$ cat config.mk
export PLATFORM = sky130hd
export DESIGN_NAME = sorted_value_table
export DESIGN_NICKNAME = d
export VERILOG_FILES = /design/src/hdl/svt_pkg.sv /design/src/hdl/sorted_value_table.sv /design/src/hdl/svt_ram.sv /design/src/hdl/svt_engine.sv
export SDC_FILE = /design/constraint.sdc
export NUM_CORES = 1
export LEC_CHECK = 0
export BUFFER_PORTS_ARGS = -buffer_cell sky130_fd_sc_hd__buf_2
export CAP_MARGIN = 20
export CORE_MARGIN = 1
export CORE_UTILIZATION = 50
export CTS_CLUSTER_SIZE = 30
export DETAILED_ROUTE_END_ITERATION = 12
export GPL_TIMING_DRIVEN = 1
export HOLD_SLACK_MARGIN = 0.03
export MAX_ROUTING_LAYER = met4
export PLACE_DENSITY_LB_ADDON = 0.25
export SLEW_MARGIN = 0
export SYNTH_ARGS = -nofsm -noshare
export SYNTH_HDL_FRONTEND = slang
export SYNTH_SLANG_ARGS = --single-unit
$ cat constraint.sdc
create_clock -name clock -period 9.9 [get_ports clock]
set_clock_uncertainty 0.15 [all_clocks]
set_input_delay 0.99 -clock clock [delete_from_list [all_inputs] [get_ports clock]]
set_output_delay 0.99 -clock clock [all_outputs]
set_load 0.01 [all_outputs]
$ cat src/hdl/svt_pkg.sv
package svt_pkg;

   localparam int TABLE_DEPTH = 16;
   localparam int DATA_W      = 32;
   localparam int ADDR_W      = $clog2(TABLE_DEPTH);
   localparam int CNT_W       = $clog2(TABLE_DEPTH + 1);

   localparam logic [1:0] OP_INSERT   = 2'd0;
   localparam logic [1:0] OP_REMOVE   = 2'd1;
   localparam logic [1:0] OP_CONTAINS = 2'd2;

   typedef struct packed {
      logic [1:0]               opcode;
      logic signed [DATA_W-1:0] item_value;
   } svt_req_type;

   typedef struct packed {
      logic       hit;
      logic [4:0] entry_count;
      logic       overflow;
   } svt_rsp_type;

   typedef struct packed {
      logic              wr_en;
      logic [ADDR_W-1:0] wr_addr;
      logic [DATA_W-1:0] wr_data;
      logic              rd_en;
      logic [ADDR_W-1:0] rd_addr;
   } svt_mem_type;

   typedef struct packed {
      logic        valid;
      svt_rsp_type rsp;
   } svt_done_type;

endpackage

$ cat src/hdl/sorted_value_table.sv
// Channel   Ports                        Beat taken when
// request   start, busy, req_item        start && !busy at a rising edge
// response  rsp_valid, rsp_item          every cycle rsp_valid is high
//
// Insert on a non-empty table walks down from the top entry through the single
// compare unit until an entry is not above the value, then writes the value;
// on an empty table it writes the value directly. Remove and contains read
// every entry, one table read per cycle. Full insert, unused opcode and empty
// remove/contains go straight to the result.
// The table RAM has one write and one registered read port; the walk is
// pipelined one read per cycle. Result strobe follows the last busy cycle.
// Reset clears the entry count; table contents need no clearing.
// The receiver cannot stall: each result shows for exactly one cycle.
module sorted_value_table import svt_pkg::*; (
   input  logic        clock,
   input  logic        reset,
   input  logic        start,
   output logic        busy,
   input  svt_req_type req_item,
   output logic        rsp_valid,
   output svt_rsp_type rsp_item
);

   svt_mem_type       mem;
   svt_done_type      done;
   logic [DATA_W-1:0] rd_data;
   logic              rsp_valid_ff;
   svt_rsp_type       rsp_item_ff;

   svt_engine u_engine (
      .clock    (clock),
      .reset    (reset),
      .start    (start),
      .req_item (req_item),
      .rd_data  (rd_data),
      .busy     (busy),
      .mem      (mem),
      .done     (done)
   );

   svt_ram #(
      .DEPTH (TABLE_DEPTH),
      .WIDTH (DATA_W)
   ) u_ram (
      .clock   (clock),
      .wr_en   (mem.wr_en),
      .wr_addr (mem.wr_addr),
      .wr_data (mem.wr_data),
      .rd_en   (mem.rd_en),
      .rd_addr (mem.rd_addr),
      .rd_data (rd_data)
   );

   always_ff @(posedge clock) begin
      if (reset) begin
         rsp_valid_ff <= 1'b0;
      end else begin
         rsp_valid_ff <= done.valid;
      end
   end

   always_ff @(posedge clock) begin
      rsp_item_ff <= done.rsp;
   end

   assign rsp_valid = rsp_valid_ff;
   assign rsp_item  = rsp_item_ff;

`ifndef SYNTHESIS
   a_busy_after_accept: assert property (@(posedge clock) disable iff (reset)
      start && !busy |=> busy)
      else $error("accepted beat did not raise busy");

   a_single_strobe: assert property (@(posedge clock) disable iff (reset)
      rsp_valid |=> !rsp_valid)
      else $error("back to back response strobes");

   a_hit_ovf_excl: assert property (@(posedge clock) disable iff (reset)
      rsp_valid |-> !(rsp_item.hit && rsp_item.overflow))
      else $error("hit and overflow both set");

   a_ovf_full: assert property (@(posedge clock) disable iff (reset)
      rsp_valid && rsp_item.overflow |-> rsp_item.entry_count == 5'(TABLE_DEPTH))
      else $error("overflow reported with table not full");
`endif

endmodule

$ cat src/hdl/svt_ram.sv
module svt_ram #(
   parameter int DEPTH = 16,
   parameter int WIDTH = 32,
   localparam int AW   = $clog2(DEPTH)
) (
   input  logic             clock,
   input  logic             wr_en,
   input  logic [AW-1:0]    wr_addr,
   input  logic [WIDTH-1:0] wr_data,
   input  logic             rd_en,
   input  logic [AW-1:0]    rd_addr,
   output logic [WIDTH-1:0] rd_data
);

   logic [WIDTH-1:0] mem_ff [DEPTH];
   logic [WIDTH-1:0] rd_data_ff;

   always_ff @(posedge clock) begin
      if (wr_en) begin
         mem_ff[wr_addr] <= wr_data;
      end
   end

   always_ff @(posedge clock) begin
      if (rd_en) begin
         rd_data_ff <= mem_ff[rd_addr];
      end
   end

   assign rd_data = rd_data_ff;

endmodule

$ cat src/hdl/svt_engine.sv
module svt_engine import svt_pkg::*; (
   input  logic              clock,
   input  logic              reset,
   input  logic              start,
   input  svt_req_type       req_item,
   input  logic [DATA_W-1:0] rd_data,
   output logic              busy,
   output svt_mem_type       mem,
   output svt_done_type      done
);

   localparam logic [1:0] S_IDLE  = 2'd0;
   localparam logic [1:0] S_WALK  = 2'd1;
   localparam logic [1:0] S_PLACE = 2'd2;
   localparam logic [1:0] S_DONE  = 2'd3;

   logic [1:0]        state_ff, state_in;
   logic [1:0]        op_ff, op_in;
   logic [DATA_W-1:0] word_ff, word_in;
   logic [CNT_W-1:0]  fill_ff, fill_in;
   logic [CNT_W-1:0]  issue_ff, issue_in;
   logic [ADDR_W-1:0] raddr_ff, raddr_in;
   logic              pend_ff, pend_in;
   logic [ADDR_W-1:0] pidx_ff, pidx_in;
   logic [CNT_W-1:0]  wr_ff, wr_in;
   logic [ADDR_W-1:0] place_ff, place_in;
   logic              hit_ff, hit_in;
   logic              ovf_ff, ovf_in;

   // shared comparator
   logic gt, eq, last;
   assign gt   = $signed(rd_data) > $signed(word_ff);
   assign eq   = rd_data == word_ff;
   assign last = pend_ff && (issue_ff == '0);

   always_comb begin
      state_in = state_ff;
      op_in    = op_ff;
      word_in  = word_ff;
      fill_in  = fill_ff;
      issue_in = issue_ff;
      raddr_in = raddr_ff;
      pend_in  = pend_ff;
      pidx_in  = pidx_ff;
      wr_in    = wr_ff;
      place_in = place_ff;
      hit_in   = hit_ff;
      ovf_in   = ovf_ff;
      mem      = '0;
      done     = '0;
      unique case (state_ff)
         S_IDLE: begin
            if (start) begin
               op_in    = req_item.opcode;
               word_in  = req_item.item_value;
               hit_in   = 1'b0;
               ovf_in   = 1'b0;
               pend_in  = 1'b0;
               wr_in    = '0;
               state_in = S_DONE;
               priority case (req_item.opcode)
                  OP_INSERT: begin
                     if (fill_ff == CNT_W'(TABLE_DEPTH)) begin
                        ovf_in = 1'b1;
                     end else if (fill_ff == '0) begin
                        place_in = '0;
                        state_in = S_PLACE;
                     end else begin
                        issue_in = fill_ff;
                        raddr_in = ADDR_W'(fill_ff - CNT_W'(1));
                        state_in = S_WALK;
                     end
                  end
                  OP_REMOVE, OP_CONTAINS: begin
                     if (fill_ff != '0) begin
                        issue_in = fill_ff;
                        raddr_in = '0;
                        state_in = S_WALK;
                     end
                  end
                  default: state_in = S_DONE;
               endcase
            end
         end
         S_WALK: begin
            if (issue_ff != '0) begin
               mem.rd_en   = 1'b1;
               mem.rd_addr = raddr_ff;
               pend_in     = 1'b1;
               pidx_in     = raddr_ff;
               issue_in    = issue_ff - CNT_W'(1);
               raddr_in    = (op_ff == OP_INSERT) ? raddr_ff - ADDR_W'(1)
                                                  : raddr_ff + ADDR_W'(1);
            end else begin
               pend_in = 1'b0;
            end
            if (pend_ff) begin
               priority case (op_ff)
                  OP_INSERT: begin
                     // walk down, shifting larger entries up one slot
                     if (gt) begin
                        mem.wr_en   = 1'b1;
                        mem.wr_addr = pidx_ff + ADDR_W'(1);
                        mem.wr_data = rd_data;
                        if (pidx_ff == '0) begin
                           place_in = '0;
                           pend_in  = 1'b0;
                           state_in = S_PLACE;
                        end
                     end else begin
                        place_in = pidx_ff + ADDR_W'(1);
                        pend_in  = 1'b0;
                        state_in = S_PLACE;
                     end
                  end
                  OP_REMOVE: begin
                     if (!eq) begin
                        mem.wr_en   = 1'b1;
                        mem.wr_addr = wr_ff[ADDR_W-1:0];
                        mem.wr_data = rd_data;
                        wr_in       = wr_ff + CNT_W'(1);
                     end else begin
                        hit_in = 1'b1;
                     end
                     if (last) begin
                        fill_in  = eq ? wr_ff : wr_ff + CNT_W'(1);
                        state_in = S_DONE;
                     end
                  end
                  OP_CONTAINS: begin
                     if (eq) begin
                        hit_in = 1'b1;
                     end
                     if (last) begin
                        state_in = S_DONE;
                     end
                  end
                  default: state_in = S_DONE;
               endcase
            end
         end
         S_PLACE: begin
            mem.wr_en   = 1'b1;
            mem.wr_addr = place_ff;
            mem.wr_data = word_ff;
            hit_in      = 1'b1;
            fill_in     = fill_ff + CNT_W'(1);
            state_in    = S_DONE;
         end
         S_DONE: begin
            done.valid           = 1'b1;
            done.rsp.hit         = hit_ff;
            done.rsp.entry_count = 5'(fill_ff);
            done.rsp.overflow    = ovf_ff;
            state_in             = S_IDLE;
         end
         default: state_in = S_IDLE;
      endcase
   end

   always_ff @(posedge clock) begin
      if (reset) begin
         state_ff <= S_IDLE;
         fill_ff  <= '0;
         pend_ff  <= 1'b0;
      end else begin
         state_ff <= state_in;
         fill_ff  <= fill_in;
         pend_ff  <= pend_in;
      end
   end

   always_ff @(posedge clock) begin
      op_ff    <= op_in;
      word_ff  <= word_in;
      issue_ff <= issue_in;
      raddr_ff <= raddr_in;
      pidx_ff  <= pidx_in;
      wr_ff    <= wr_in;
      place_ff <= place_in;
      hit_ff   <= hit_in;
      ovf_ff   <= ovf_in;
   end

   assign busy = state_ff != S_IDLE;

endmodule
==> qor.yml <==
min-delay-path-class: "reg2reg"
dr.first_iter.drc_count: 1390
worst_vdd_ir_uv: 153
die_y_um: 227
wl_per_cell_um: 26.3
cts.htree.levels: 3
leakage_nw: 9.70
setup-violations-final: 0
worst_setup_hold_path_clk_slew_ns: 0.06
slew-limit-headroom: 0.250
async_flop_share: 0
grt_pass1_wl_um: 88000
syn_area_per_cell_um2: 17.0
buffer_ports.inserted: 45
critical_path_buf_inv_count: 1
synth_most_common_cell: "edfxtp_1"
synthDistinctLibCells: 59
critical_path_required_ns: 10.00
place_worst_setup_slack_ns: 4.92
layoutNonFillerInstCount: 2278
grt_overflow_total: 0
syn_nets: 1581
clock_sink_count: 618
total_design_power_mw: 7.70
root_buffer: "clkbuf_16"
initial_utilization: 0.506
fp-row-count: 82
final_core_util: 0.569
timing.setup.critical_path_class: "reg2reg"
route.antenna.remaining_nets: 0
synth_seq_area_share: 0.724
worst_setup_path_end_kind: "flip-flop"
area.growth.synth_to_final_pct: 12.5
grt.total_usage: 0.247
finish.instance_area_um2: 28600
clock_tree_from_tritoncts: "yes"
timing.critical_path.cells: "ha_1 > nand4_1 > nor4_1 > nand3_1 > a32o_1 > a41oi_1 > nand3_1 > nor2_4 > buf_4"
timing.fmax_ghz: 0.193
ctsResizeCount: 0
slowest_stage: "nor4_1"
layout_min_cycle_time_ns: 5.18
post_cts_hold_buffer_count: 0
die-area_um2: 51700
netlist.top_cell.by_area: "edfxtp_1"
hold_violations: 0
ctsLongestPathBuffers: 3
routabilityCongestion: 0.847
hpwl_after_detailed_placement_um: 30900
dr_total_vias: 14000
global_route.usage.met1: 0.341
dpl.cell_count: 2161
met3_demand_to_capacity_share_in_global_routing: 0.0471
outcome: "finished, final reports clean"
post-cts-setup-buffers: 0
via_per_inst: 6.13
ys_flop_type: "edfxtp_1"
cp-start-kind: "flip-flop"
critical_path.max_fanout: 18
synthesis.instances: 1493
grt_busiest_layer: "met2"
post-synth-top-area-fraction: 0.712
synth_enable_flop_cells: 602
synth-warning-count: 0
number_of_clock_buffers_inserted_by_tritoncts: 66
max_cap_violations: 0
drive_gt1_frac: 0.203
wl_um: 59900
synth.cells.most_frequent: "602 x edfxtp_1, 96 x mux4_2, 93 x nand2_1, 79 x o21ai_0, 73 x nor2_1"
final.hold.worst_slack_ns: 0.299
pwr_density_cell_nw_per_um2: 270
drc: 0
first_global_vias: 13800
report.final.slew_viol_count: 0
grt_setup_unrepaired: "no"
core_um2: 50200
drt_first_pass_iters: 5
antenna-diode-count: 0
critical_path.max_stage_delay_ns: 0.75
ys_seq_elements: 618
grt.met2_usage: 0.373
finalWorstSetupSlack_ns: 4.72
timing.critical_path.arrival_ns: 5.28
finish.net_count: 1647
die_w_um: 227
finalCritPeriodShare: 0.523
top_level_ports: 46
syn_area_um2: 25400
antenna_found_initial: 0
post_dp_cell_area_um2: 26500
pin_count_of_the_biggest_net_entering_global_routing: 73
critical_path.top_delay_family: "simple AND/OR/NAND/NOR gates"
biggest_area_contributors_in_the_synthesized_netlist: "edfxtp_1 71%, mux4_2 8.5%, ha_1 2.5%, o21ai_0 1.6%, mux2_2 1.4%"
insertion_delay_ns: 0.61
timing_worst_slew_pin_value_ns: 1.12
setup_total_negative_slack_ns: 0
worst_path_most_repeated_cell: "nand3_1"
path summary, 6_finish.rpt:
kind / start / to / slack, ns / depth (start not counted)
max: u_ram.rd_data[31]$_DFFE_PP_ / u_ram.mem_ff[10][18]$_DFFE_PP_ / 4.72 / 9
min: u_engine.hit_ff$_DFFE_PP_ / rsp_item[6]$_SDFF_PN0_ / 0.30 / 1
max reg2reg: u_ram.rd_data[31]$_DFFE_PP_ / u_ram.mem_ff[10][18]$_DFFE_PP_ / 4.72 / 9
min reg2reg: u_engine.hit_ff$_DFFE_PP_ / rsp_item[6]$_SDFF_PN0_ / 0.30 / 1
logic make-up (layout without fill, tap and decap cells):
| logic type | count (synthesis) | in the layout | share of synthesized area |
|---|---|---|---|
| buf+inv | 137 | 250 | 0.0217 |
| simple gates | 266 | 266 | 0.0487 |
| flops | 618 | 618 | 0.724 |
| fa+ha+maj | 51 | 51 | 0.0254 |
| mux | 163 | 163 | 0.113 |
| compound gates | 245 | 245 | 0.0622 |
| xor+xnor | 13 | 13 | 0.00448 |
area by class of cell:
cell class / count / area, um^2
Inverter: 57 / 214
Tap cell: 672 / 841
Sequential cell: 618 / 18400
Clock buffer: 81 / 1770
Multi-Input combinational cell: 738 / 6600
Fill cell: 3773 / 21600
Clock inverter: 34 / 248
Timing Repair Buffer: 78 / 493
sequential cells by signal (all words and copies together), names as in the netlist:
name               flops
rsp_item               7
rsp_valid              1
u_engine.fill_ff       5
u_engine.hit_ff        1
u_engine.issue_ff      5
u_engine.op_ff         2
u_engine.ovf_ff        1
u_engine.pend_ff       1
u_engine.pidx_ff       4
u_engine.place_ff      4
u_engine.raddr_ff      4
u_engine.state_ff      2
u_engine.word_ff      32
u_engine.wr_ff         5
u_ram.mem_ff         512
u_ram.rd_data         32
cells in the final DEF (no fill, tap or decap), drive strengths merged, types with 3 or more instances in the layout:
master | Yosys | final
a211oi | 35 | 35
a21o | 3 | 3
a21oi | 26 | 26
a221oi | 3 | 3
a22oi | 37 | 37
a31oi | 33 | 33
a32o | 3 | 3
a41o | 3 | 3
a41oi | 3 | 3
and2 | 9 | 9
and3 | 6 | 6
buf | 20 | 78
clkbuf | 60 | 81
clkinv | 1 | 26
dfxtp | 16 | 16
edfxtp | 602 | 602
ha | 50 | 50
inv | 56 | 61
mux2 | 32 | 32
mux2i | 35 | 35
mux4 | 96 | 96
nand2 | 93 | 93
nand3 | 13 | 13
nand4 | 11 | 11
nor2 | 73 | 73
nor2b | 35 | 35
nor3 | 10 | 10
o211ai | 4 | 4
o21ai | 79 | 79
or3 | 7 | 7
xnor2 | 7 | 7
xor2 | 6 | 6
per-layer routing:
layer / vias up / part of all wire
met1: 7277 / 0.43
met5: - / 0
li1: 6034 / -
met4: 0 / 0.023
met3: 96 / 0.074
met2: 557 / 0.47
report_power, final:
part | internal [mW] | switching [mW] | leakage, nW | total [mW]
Clock | 1.33 | 0.998 | 0.995 | 2.33
Combinational | 0.751 | 1.23 | 3.01 | 1.98
Sequential | 3.27 | 0.124 | 5.69 | 3.39
No activity file was read; power rests on OpenSTA's default activity.
